File: src/hw/rtl/window_pooling_max_avg_unit_defines.svh
// ----------------------------------------------------------------------------
// window pooling unit assertion macros
// shared property forms for the concurrent checks of the pooling unit
// ----------------------------------------------------------------------------
`ifndef WINDOW_POOLING_MAX_AVG_UNIT_DEFINES_SVH
`define WINDOW_POOLING_MAX_AVG_UNIT_DEFINES_SVH

// condition must hold in the same cycle as the trigger
`define WPMA_ASSERT_NOW(label, clk, rst, ante, cons, msg) \
  label: assert property (@(posedge clk) disable iff (rst) (ante) |-> (cons)) \
    else $error(msg);

// condition must hold in the cycle after the trigger
`define WPMA_ASSERT_NEXT(label, clk, rst, ante, cons, msg) \
  label: assert property (@(posedge clk) disable iff (rst) (ante) |=> (cons)) \
    else $error(msg);

`endif

File: src/hw/rtl/wpma_pkg.sv
// ----------------------------------------------------------------------------
// wpma_pkg
// shared widths, register indexes and controller/datapath bundles
// ----------------------------------------------------------------------------
package wpma_pkg;

  // field widths
  localparam int SAMPLE_W   = 16;
  localparam int ACC_W      = 24;
  localparam int RECIP_W    = 16;
  localparam int K_W        = 4;
  localparam int DIM_W      = 9;
  localparam int ROW_W      = 8;
  localparam int COL_W      = 9;
  localparam int SUM_W      = 10;
  localparam int IDX_W      = 8;
  localparam int PROD_W     = ACC_W + RECIP_W + 1;
  localparam int FRAC_SHIFT = 15;
  localparam int Q_W        = PROD_W - FRAC_SHIFT;

  // configuration port
  localparam int CFG_W     = 16;
  localparam int CFG_IDX_W = 3;

  localparam logic [CFG_IDX_W-1:0] REG_KERNEL = 3'd0;
  localparam logic [CFG_IDX_W-1:0] REG_STRIDE = 3'd1;
  localparam logic [CFG_IDX_W-1:0] REG_WIDTH  = 3'd2;
  localparam logic [CFG_IDX_W-1:0] REG_HEIGHT = 3'd3;
  localparam logic [CFG_IDX_W-1:0] REG_MODE   = 3'd4;
  localparam logic [CFG_IDX_W-1:0] REG_RECIP  = 3'd5;

  // register reset values
  localparam logic [K_W-1:0]     RST_KERNEL = 4'd2;
  localparam logic [K_W-1:0]     RST_STRIDE = 4'd2;
  localparam logic [DIM_W-1:0]   RST_WIDTH  = 9'd256;
  localparam logic [DIM_W-1:0]   RST_HEIGHT = 9'd256;
  localparam logic [RECIP_W-1:0] RST_RECIP  = 16'd8192;

  localparam int MAX_HEIGHT = 256;

  // saturation limits of the q8.8 result
  localparam logic signed [SAMPLE_W-1:0] SAT_MAX = 16'sh7fff;
  localparam logic signed [SAMPLE_W-1:0] SAT_MIN = 16'sh8000;

  // effective pooling geometry after clamping
  typedef struct packed {
    logic [K_W-1:0]     k;
    logic [K_W-1:0]     s;
    logic [DIM_W-1:0]   width;
    logic [DIM_W-1:0]   height;
    logic               avg_mode;
    logic [RECIP_W-1:0] recip;
  } geom_t;

  // controller to datapath
  typedef struct packed {
    logic start;
    logic rd;
    logic upd;
    logic mult;
    logic emit;
  } cmd_t;

  // datapath to controller
  typedef struct packed {
    logic last_win;
    logic hit_any;
    logic hit;
    logic out_free;
  } sts_t;

endpackage

File: src/hw/rtl/wpma_ctrl.sv
// ----------------------------------------------------------------------------
// wpma_ctrl
// sequencer: walks the windows touched by one sample, then, if one closed, scales and emits
// ----------------------------------------------------------------------------
`include "window_pooling_max_avg_unit_defines.svh"

module wpma_ctrl (
  input  logic          clk,
  input  logic          rst,
  input  logic          sample_valid,
  output logic          sample_ready,
  input  wpma_pkg::sts_t sts,
  output wpma_pkg::cmd_t cmd
);
  import wpma_pkg::*;

  typedef enum logic [4:0] {
    ST_IDLE   = 5'b00001,
    ST_READ   = 5'b00010,
    ST_UPDATE = 5'b00100,
    ST_MULT   = 5'b01000,
    ST_EMIT   = 5'b10000
  } state_t;

  state_t state;
  state_t state_next;

  // next state and commands
  always_comb begin
    state_next   = state;
    cmd          = '0;
    sample_ready = 1'b0;
    case (state)
      ST_IDLE: begin
        sample_ready = 1'b1;
        if (sample_valid) begin
          cmd.start  = 1'b1;
          state_next = ST_READ;
        end
      end
      ST_READ: begin
        cmd.rd     = 1'b1;
        state_next = ST_UPDATE;
      end
      ST_UPDATE: begin
        cmd.upd = 1'b1;
        if (sts.last_win) begin
          state_next = sts.hit_any ? ST_MULT : ST_IDLE;
        end else begin
          state_next = ST_READ;
        end
      end
      ST_MULT: begin
        cmd.mult   = 1'b1;
        state_next = ST_EMIT;
      end
      ST_EMIT: begin
        if (sts.out_free) begin
          cmd.emit   = 1'b1;
          state_next = ST_IDLE;
        end
      end
      default: begin
        state_next = ST_IDLE;
      end
    endcase
  end

  // state register
  always_ff @(posedge clk) begin
    if (rst) begin
      state <= ST_IDLE;
    end else begin
      state <= state_next;
    end
  end

  // checks
  `WPMA_ASSERT_NEXT(a_read_then_update, clk, rst, state == ST_READ, state == ST_UPDATE, "read not followed by update")
  `WPMA_ASSERT_NOW(a_mult_needs_hit, clk, rst, state == ST_MULT, sts.hit, "scaling without a finished window")
  `WPMA_ASSERT_NEXT(a_emit_waits, clk, rst, state == ST_EMIT && !sts.out_free, state == ST_EMIT, "emit left while output full")

endmodule

File: config.mk
export PLATFORM = sky130hd
export DESIGN_NAME = wpma_ctrl
export DESIGN_NICKNAME = d
export VERILOG_FILES = /design/src/hw/rtl/wpma_pkg.sv /design/src/hw/rtl/wpma_ctrl.sv
export VERILOG_INCLUDE_DIRS = /design/src /design/src/hw/rtl
export SDC_FILE = /design/constraint.sdc
export NUM_CORES = 1
export LEC_CHECK = 0
export ABC_AREA = 1
export BUFFER_PORTS_ARGS = -buffer_cell sky130_fd_sc_hd__buf_2
export CORE_AREA = 5 5 42 44
export DETAILED_ROUTE_END_ITERATION = 12
export DIE_AREA = 0 0 47 49
export PLACE_DENSITY_LB_ADDON = 0.12
export SKIP_CTS_REPAIR_TIMING = 1
export SLEW_MARGIN = 20
export SYNTH_ARGS = -nofsm -noshare
export SYNTH_HDL_FRONTEND = slang
export SYNTH_SLANG_ARGS = --single-unit
File: constraint.sdc
create_clock -name clk -period 1 [get_ports clk]
set_clock_uncertainty 0.1 [all_clocks]
set_input_delay 0.2 -clock clk [delete_from_list [all_inputs] [get_ports clk]]
set_output_delay 0.2 -clock clk [all_outputs]
set_load 0.005 [all_outputs]
Word-level counts from Yosys, hierarchy flattened
Index checks and enable logic that the tools add are counted.
{"block": "totals", "elab_cells": 22, "out_inout_bits": 6, "register_bits": 5, "inputBits": 7}
{"block": "op_classes", "eq_ne": 7, "reduce_logical": 1, "mux": 13}
{"cell": "$pmux 5 s5", "n": 1}
{"cell": "$mux 5", "n": 2}
{"cell": "$mux 1", "n": 8}
{"cell": "$mux 4", "n": 2}
{"cell": "$eq 5x1->1 const B", "n": 1}
{"cell": "$eq 5x2->1 const B", "n": 1}
{"cell": "$eq 5x3->1 const B", "n": 1}
{"cell": "$eq 5x4->1 const B", "n": 1}
{"cell": "$eq 5x5->1 const B", "n": 1}
{"cell": "$ne 2x2->1 const B", "n": 2}
{"cell": "$reduce_and 2->1", "n": 1}

Logic depth before layout (Yosys ltp)
Gate-level depths: netlist of run 1.
{"block": "depth", "word_depth": 3, "depth_mapped": 8, "mapped_depth_nobuf": 8}

Worst setup path after synthesis of run 1
Ideal clock, no wire load.
{"block": "synth_path", "kind": "register to output", "from": "reg state[4]", "to": "out cmd[0] in the netlist's numbering", "arrival_time_ns": 0.782, "path_stages_with_launch": 3, "n_path_buf": 0, "required_ns": 0.700, "slack_ns": -0.082, "cell_sequence": "dfxtp_1 -> inv_2 -> nor4_1"}
{"element": "start, declared", "line": "wpma_ctrl.sv:25", "source": "state_t state;"}
{"element": "start signal, assigned", "line": "wpma_ctrl.sv:74", "source": "state <= state_next;"}
{"element": "end, declared", "line": "wpma_ctrl.sv:13", "source": "output wpma_pkg::cmd_t cmd"}

==> results of run 1 <==
-- layout by cell type (no fill, tap or decap) --
master,instances
clkbuf_4,3
nor2_2,3
nand3_1,1
nand4_2,1
buf_6,2
nand2_4,2
nand2_1,6
nor2_4,4
buf_4,9
dfxtp_4,2
a21oi_1,1
nor2_1,9
o21ai_0,2
nor4_2,1
inv_4,2
inv_2,5
dfxtp_2,3
nand4_1,2
inv_1,8
clkbuf_1,1
nand2_2,6
buf_2,10
-- worst max-delay path, cell delays in order, from the launching register on --
cell and delay [ns]:
dfxtp_2 0.33, inv_2 0.07, nand2_4 0.06, nor2_4 0.13
nand2_2 0.07, nor2_1 0.08, buf_2 0.11
-- power breakdown --
| group | internal [mW] | switching [mW] |
|---|---|---|
| sequential | 0.275 | 0.0766 |
| clock | 0.151 | 0.0821 |
| combinational | 0.394 | 0.460 |
-- path summary, 6_finish.rpt --
kind | from | end | slack [ns] | depth (start not counted)
worst min register to register | state[4] | state[2] | 0.46 | 3
worst max-delay path | state[3] | cmd[4] | -0.40 | 6
worst min-delay path | rst | state[2] | 0.04 | 2
worst max register to register | state[2] | state[3] | -0.22 | 8
-- through the flow --
stage	TNS [ns]	std cells	total power, mW	hold slack [ns]
6_report	-3.054	99	1.439	0.04205
5_1_grt	-4.015	99	1.603	0.04325
4_1_cts	-3.088	93	1.200	0.03660
3_5_place_dp	-1.481	89	0.9605	0.2947
3_3_place_gp	-1.524	89	0.9597	0.2989
2_1_floorplan	-0.1529	58	0.7558	0.1617
-- area by class of cell --
type                            instances  area [um2]
Clock buffer                            4       26.28
Fill cell                             164       804.5
Inverter                               15       61.31
Multi-Input combinational cell         38       237.7
Sequential cell                         5       111.4
Tap cell                               16       20.02
Timing Repair Buffer                   21       140.1
-- cell families after synthesis --
| family | after synthesis | share of synthesized area |
|---|---|---|
| simple gates | 35 | 0.5036 |
| buf+inv | 15 | 0.1631 |
| flops | 5 | 0.2899 |
| compound gates | 3 | 0.04347 |
-- layer usage --
metal / share of wire / vias to the layer above
li1: - / 222
met1: 0.43 / 172
met2: 0.49 / 8
met3: 0.039 / 4
met4: 0.032 / 0
met5: 0 / -
==> results.json, run 1 <==
{
  "status": "complete, but fails checks",
  "violations": "setup timing",
  "tightest_slew_ns": 0.1660,
  "drive_above_1_share": 0.6386,
  "syn_area_um2": 345.3,
  "antenna_found_initial": 0,
  "num_io_pins": 13,
  "gr-usage-met1": 0.1101,
  "dpl_cell_area_um2": 457.9,
  "path_class": "flip-flop to primary output",
  "crit_arrival_ns": 1.10,
  "synth_area_leaders": "dfxtp_1, nand2_1, nor2_1, inv_1, nor2_2",
  "synthArstFlopShare": 0,
  "synth_ff_type": "dfxtp_1",
  "hold_viol": 0,
  "hpwl_um": 707.6,
  "setup_ws_ns": -0.3992,
  "grt_setup_unrepaired": "yes",
  "use_met3": 0.05535,
  "fin_nets": 91,
  "synth-edff-count": 0,
  "syn2layout_area_growth_pct": 72.83,
  "clk_pin_slew_ns": 0.04,
  "layout_min_cycle_time_ns": 1.399,
  "clk_latency_ns": 0.24,
  "grt_pass1_vias": 379,
  "numClockSinks": 5,
  "max_freq_mhz": 714.7,
  "die_x_um": 47,
  "drt-initial-drc-count": 6,
  "syn_avg_cell_area_um2": 5.954,
  "grt_max_degree": 6,
  "ir_worst_vdd_mv": 0.9077,
  "largestRegisters": "state: 5 flops",
  "routedWlPerCell_um": 8.838,
  "ant_nets": 0,
  "drc_errors": 0,
  "overflow": 0,
  "vias": 406,
  "ys_seq_area_frac": 0.2899,
  "netlist_top_cells_count": "nand2_1, nor2_1, inv_1, dfxtp_1, inv_2",
  "met2_usage": 0.1380,
  "initial_core_util": 0.2464,
  "largest_reg_flops": 5,
  "detail_route.vias_per_cell": 4.101,
  "pre_cts_slack_ns": -0.2025,
  "layout_worst_path_cycle_share": 1.399,
  "n_antenna_cell": 0,
  "cp-end-kind": "primary output",
  "slew_violations": 0,
  "finish.utilization": 0.4259,
  "maxCapViolCount": 0,
  "cts_buffers": 3,
  "finalSetupViolations": 10,
  "clk_path_buf_depth": 2,
  "grt_pass1_wl_um": 1573,
  "cp_max_fo": 3,
  "finalInstanceArea_um2": 596.8,
  "routed_wl_um": 875,
  "leakage_nw": 0.3256,
  "die_h_um": 49,
  "critPathLaunchType": "flip-flop",
  "cts_tree": "yes",
  "critPathRequiredTime_ns": 0.70,
  "track_usage": 0.09937,
  "regMostFlops": "state",
  "hp-class": "primary input to flip-flop",
  "powerDensity_nw_per_um2": 2411,
  "grt-busiest-layer": "met2",
  "synth.top_cell.area_share": 0.2899,
  "yosys.area.top_type": "dfxtp_1",
  "yosysWarnings": 0,
  "synth-seq-cells": 5,
  "num_rows": 14,
  "slew_headroom": 0.8884,
  "root_buffer": "clkbuf_4",
  "syn_nets": 65,
  "port_buffers": 11,
  "synth_cells": 58,
  "routabilityCongestion": 0.6999,
  "htreeDepth": 1,
  "dieArea_um2": 2303,
  "core_um2": 1401,
  "firstDrtPassIters": 4,
  "synth_cell_types": 14
}
Note: power is estimated with default switching activity, not from simulation.
==> run 2: changes to the inputs <==
Settings changed: ABC_CLOCK_PERIOD_IN_PS set to 1000, HOLD_SLACK_MARGIN set to 0.15.
==> run 2 against run 1 <==
  * The run still ends with setup timing left
  * Total power rose by 0.18%
  * Via count rose by 0.25%
  * Non-clock buffer count up 1
==> results.json, run 2 (synthesized netlist as in run 1, its figures left out) <==
{
  "num_rows": 14,
  "cts_tree": "yes",
  "layout_min_cycle_time_ns": 1.399,
  "path_class": "flip-flop to primary output",
  "fin_nets": 92,
  "routabilityCongestion": 0.6999,
  "root_buffer": "clkbuf_4",
  "largestRegisters": "state: 5 flops",
  "grt_setup_unrepaired": "yes",
  "powerDensity_nw_per_um2": 2375,
  "finalSetupViolations": 10,
  "crit_arrival_ns": 1.10,
  "slew_violations": 0,
  "clk_latency_ns": 0.24,
  "numClockSinks": 5,
  "violations": "setup timing",
  "pre_cts_slack_ns": -0.2025,
  "n_antenna_cell": 0,
  "dieArea_um2": 2303,
  "regMostFlops": "state",
  "num_io_pins": 13,
  "tns_ns": -3.050,
  "hold_depth": 4,
  "critPathRequiredTime_ns": 0.70,
  "drive_above_1_share": 0.6310,
  "largest_reg_flops": 5,
  "detail_route.vias_per_cell": 4.070,
  "core_um2": 1401,
  "grt_max_degree": 6,
  "ant_nets": 0,
  "layout_worst_path_cycle_share": 1.399,
  "syn2layout_area_growth_pct": 75.72,
  "overflow": 0,
  "clk_pin_slew_ns": 0.04,
  "firstDrtPassIters": 4,
  "leakage_nw": 0.3298,
  "status": "complete, but fails checks",
  "finish.utilization": 0.4330,
  "hold_viol": 0,
  "cp-end-kind": "primary output",
  "ir_worst_vdd_mv": 0.9078,
  "die_h_um": 49,
  "final_cell_mix": "buf_2, nor2_1, buf_4",
  "die_x_um": 47,
  "antenna_found_initial": 0,
  "grt_pass1_wl_um": 1573,
  "clk_path_buf_depth": 2,
  "slew_headroom": 0.8884,
  "hp-class": "primary input to flip-flop",
  "final_common_cell": "buf_2",
  "drc_errors": 0,
  "cts_buffers": 3,
  "initial_core_util": 0.2464,
  "cp_max_fo": 3,
  "vias": 407,
  "maxCapViolCount": 0,
  "grt_pass1_vias": 379,
  "tightest_slew_ns": 0.1660,
  "critPathLaunchType": "flip-flop",
  "max_freq_mhz": 714.7,
  "finalNonFillerCells": 100,
  "track_usage": 0.09937,
  "routedWlPerCell_um": 8.700,
  "htreeDepth": 1,
  "routed_wl_um": 870,
  "r2r_cells": 8,
  "port_buffers": 11,
  "hpwl_um": 707.6,
  "setup_ws_ns": -0.3991,
  "drt-initial-drc-count": 6,
  "dpl.cell_count": 89
}
==> run 2: changes by cell type in the layout (fill, tap and decap cells not counted), sizes merged <==
cell / change
dlygate4sd3: +1
==> run 2: routing by layer <==
layer	vias up	global-route usage	wire length [um]
li1	224	-	-
met1	171	0.1101	375
met2	8	0.1380	431
met3	4	0.05535	34
met4	0	0.06912	28
met5	-	0	0
==> run 2: path summary, 6_finish.rpt <==
kind	startpoint	end	slack, ns
setup / recovery	state[3]	cmd[4]	-0.40
setup reg to reg	state[2]	state[3]	-0.21
hold reg to reg	state[4]	state[2]	0.46
hold / removal	rst	state[3]	0.14
==> run 2: power by group <==
part	switching, mW	internal [mW]	leakage, nW
Sequential	0.0766	0.275	0.0431
Combinational	0.460	0.397	0.272
Clock	0.0820	0.151	0.0150
Total	0.618	0.823	0.330
==> run 2: area by class of cell <==
class                   count  area [um2]
fillers                   163       794.5
well taps                  16       20.02
clock buffers               4       26.28
repair buffers             22       150.1
flip-flops and latches      5       111.4
multi-input cells          38       237.7
inverters                  15       61.31
==> run 2: per-stage QoR <==
stage | hold slack (ns) | power [mW] | instance area (um2)
finish | 0.1419 | 1.441 | 606.8
global placement | 0.2989 | 0.9597 | 457.9
global route | 0.1524 | 1.606 | 606.8
CTS | 0.03660 | 1.200 | 484.2
detailed placement | 0.2947 | 0.9605 | 457.9
floorplan | 0.1617 | 0.7558 | 352.8
==> run 2: worst max-delay path, cell delays in order, from the launching register on <==
cell     delay [ns]
dfxtp_2        0.33
inv_2          0.07
nand2_4        0.06
nor2_4         0.13
nand2_2        0.07
nor2_1         0.08
buf_2          0.11
==> run 3: changes to the inputs <==
Settings changed: ABC_AREA 1 to not set.
==> run 3 against run 2 <==
  * The run still ends with setup timing left
  * Hold slack got worse by 0.012 ns
  * First-iteration DRC count increased by 50%
  * Combinational power decreased by 79%
  * Die area unchanged
  * Non-clock buffer count increased by 2
  * Final area increased by 1.0%
  * Clock-buffer cell count unchanged
  * Clock power decreased by 3%
  * Critical endpoint is now state[0]
  * Largest power group is now clock
  * Highest routed layer is now met3
==> results.json, run 3 <==
{
  "netlist_top_cells_count": "dfxtp_1, nor2_1, inv_1, and3_1, buf_2",
  "gr-usage-met1": 0.1256,
  "root_buffer": "clkbuf_4",
  "layout_worst_path_cycle_share": 1.496,
  "final_common_cell": "buf_2",
  "synth_area_leaders": "dfxtp_1, nor2_1, nor3_4, and3_1, inv_1",
  "cp-end-kind": "flip-flop",
  "clk_pin_slew_ns": 0.04,
  "dpl.cell_count": 76,
  "critPathLaunchType": "flip-flop",
  "ys_seq_area_frac": 0.2996,
  "num_io_pins": 13,
  "finalSetupViolations": 11,
  "detail_route.vias_per_cell": 4.817,
  "htreeDepth": 1,
  "crit_arrival_ns": 1.51,
  "final_cell_mix": "buf_2, buf_4, buf_6, dfxtp_2",
  "syn_area_um2": 334.1,
  "ir_worst_vdd_mv": 0.5394,
  "routabilityCongestion": 0.7088,
  "critPathRequiredTime_ns": 1.01,
  "yosysWarnings": 0,
  "synth_ff_type": "dfxtp_1",
  "powerDensity_nw_per_um2": 1032,
  "num_rows": 14,
  "die_x_um": 47,
  "track_usage": 0.08950,
  "largest_reg_flops": 5,
  "p_int_mw": 0.4644,
  "use_met3": 0.03321,
  "grt-busiest-layer": "met1",
  "violations": "setup timing",
  "layout_min_cycle_time_ns": 1.496,
  "syn_nets": 47,
  "n_antenna_cell": 0,
  "grt_pass1_wl_um": 1483,
  "grt_setup_unrepaired": "yes",
  "power_frac_comb": 0.288,
  "synth.top_cell.area_share": 0.2996,
  "max_freq_mhz": 668.3,
  "routedWlPerCell_um": 12.48,
  "clk_latency_ns": 0.23,
  "antenna_found_initial": 0,
  "synth-edff-count": 0,
  "cts_buffers": 3,
  "slew_violations": 0,
  "die_h_um": 49,
  "initial_core_util": 0.2384,
  "cts_tree": "yes",
  "switching_share": 0.2657,
  "hold_viol": 0,
  "firstDrtPassIters": 4,
  "overflow": 0,
  "finalNonFillerCells": 82,
  "maxCapViolCount": 0,
  "holdWs_ns": 0.1295,
  "hpwl_um": 778.9,
  "path_class": "flip-flop to flip-flop",
  "met2_usage": 0.1244,
  "grt_pass1_vias": 350,
  "vias": 395,
  "clkPwrFrac": 0.357,
  "port_buffers": 11,
  "leakage_nw": 0.2741,
  "synthArstFlopShare": 0,
  "drive_above_1_share": 0.7424,
  "yosys.area.top_type": "dfxtp_1",
  "regMostFlops": "state",
  "numClockSinks": 5,
  "status": "complete, but fails checks",
  "finalPower_mw": 0.6325,
  "syn_avg_cell_area_um2": 8.352,
  "cp_max_fo": 5,
  "synth_cells": 40,
  "syn2layout_area_growth_pct": 83.52,
  "dieArea_um2": 2303,
  "fillers": 149,
  "hp-class": "primary input to flip-flop",
  "grt_max_degree": 7,
  "setup_ws_ns": -0.4964,
  "tightest_slew_ns": 0.3124,
  "drt-initial-drc-count": 9,
  "slew_headroom": 0.7911,
  "ant_nets": 0,
  "drc_errors": 0,
  "clk_path_buf_depth": 2,
  "synth_cell_types": 28,
  "tns_ns": -5.164,
  "seqPwrFrac": 0.355,
  "fin_nets": 74,
  "core_um2": 1401,
  "netSwitchingPower_mw": 0.1680,
  "largestRegisters": "state: 5 flops",
  "synth-seq-cells": 5,
  "routed_wl_um": 1023
}
run 3: changes by cell type after synthesis, moves of 2 or more:
cell	change
nand2_1	-10
inv_1	-7
nor2_1	-6
inv_2	-5
nor2_2	-4
nand2_2	-3
and3_1	+2
buf_2	+2
nand4_1	-2
run 3: cell type report:
type / instances / area (um2) / share of cell area
Inverter: 3 / 11.26 / 0.01837
Timing Repair Buffer: 24 / 173.9 / 0.2837
Clock buffer: 4 / 26.28 / 0.04286
Sequential cell: 5 / 106.4 / 0.1735
Multi-Input combinational cell: 30 / 275.3 / 0.4490
Tap cell: 16 / 20.02 / 0.03265
run 3: logic make-up (layout without fill, tap and decap cells):
logic type,after synthesis,in the layout,share of synthesized area
simple gates,20,20,0.3933
buf+inv,5,31,0.06367
flops,5,5,0.2996
compound gates,9,9,0.2173
xor+xnor,1,1,0.02622
run 3: through the flow:
| step | cell area, um2 | utilization | setup WS, ns |
|---|---|---|---|
| after floorplan | 347.8 | - | -0.4205 |
| after global placement | 493.0 | 0.3518 | -0.4724 |
| after detailed placement | 493.0 | 0.3518 | -0.4883 |
| after CTS | 519.2 | 0.3705 | -0.5934 |
| after global routing | 613.1 | 0.4375 | -0.5627 |
| final | 613.1 | 0.4375 | -0.4964 |
run 3: critical path: stages (launching register included):
cell and delay (ns):
dfxtp_2 0.32, or4b_4 0.56, nor3_4 0.27, o221ai_2 0.12
run 3: power groups by stage:
stage	clock network [mW]	logic [mW]	registers (mW)
3_5_place_dp	0	0.144	0.224
2_1_floorplan	0	0.0757	0.220
3_3_place_gp	0	0.144	0.224
4_1_cts	0.235	0.144	0.221
6_report	0.226	0.182	0.224
5_1_grt	0.259	0.201	0.225
run 3: final timing paths:
| check | slack, ns | depth (start not counted) | start | end |
|---|---|---|---|---|
| max reg2reg | -0.50 | 3 | state[0] | state[0] |
| min reg2reg | 0.59 | 4 | state[4] | state[1] |
| max | -0.50 | 3 | state[0] | state[0] |
| min | 0.13 | 3 | sts[2] | state[3] |
run 3: routing by layer:
layer	wire length, um	vias to the layer above	share of wire
li1	-	202	-
met1	497	185	0.49
met2	483	8	0.47
met3	42	0	0.041
met4	0	0	0
met5	0	-	0
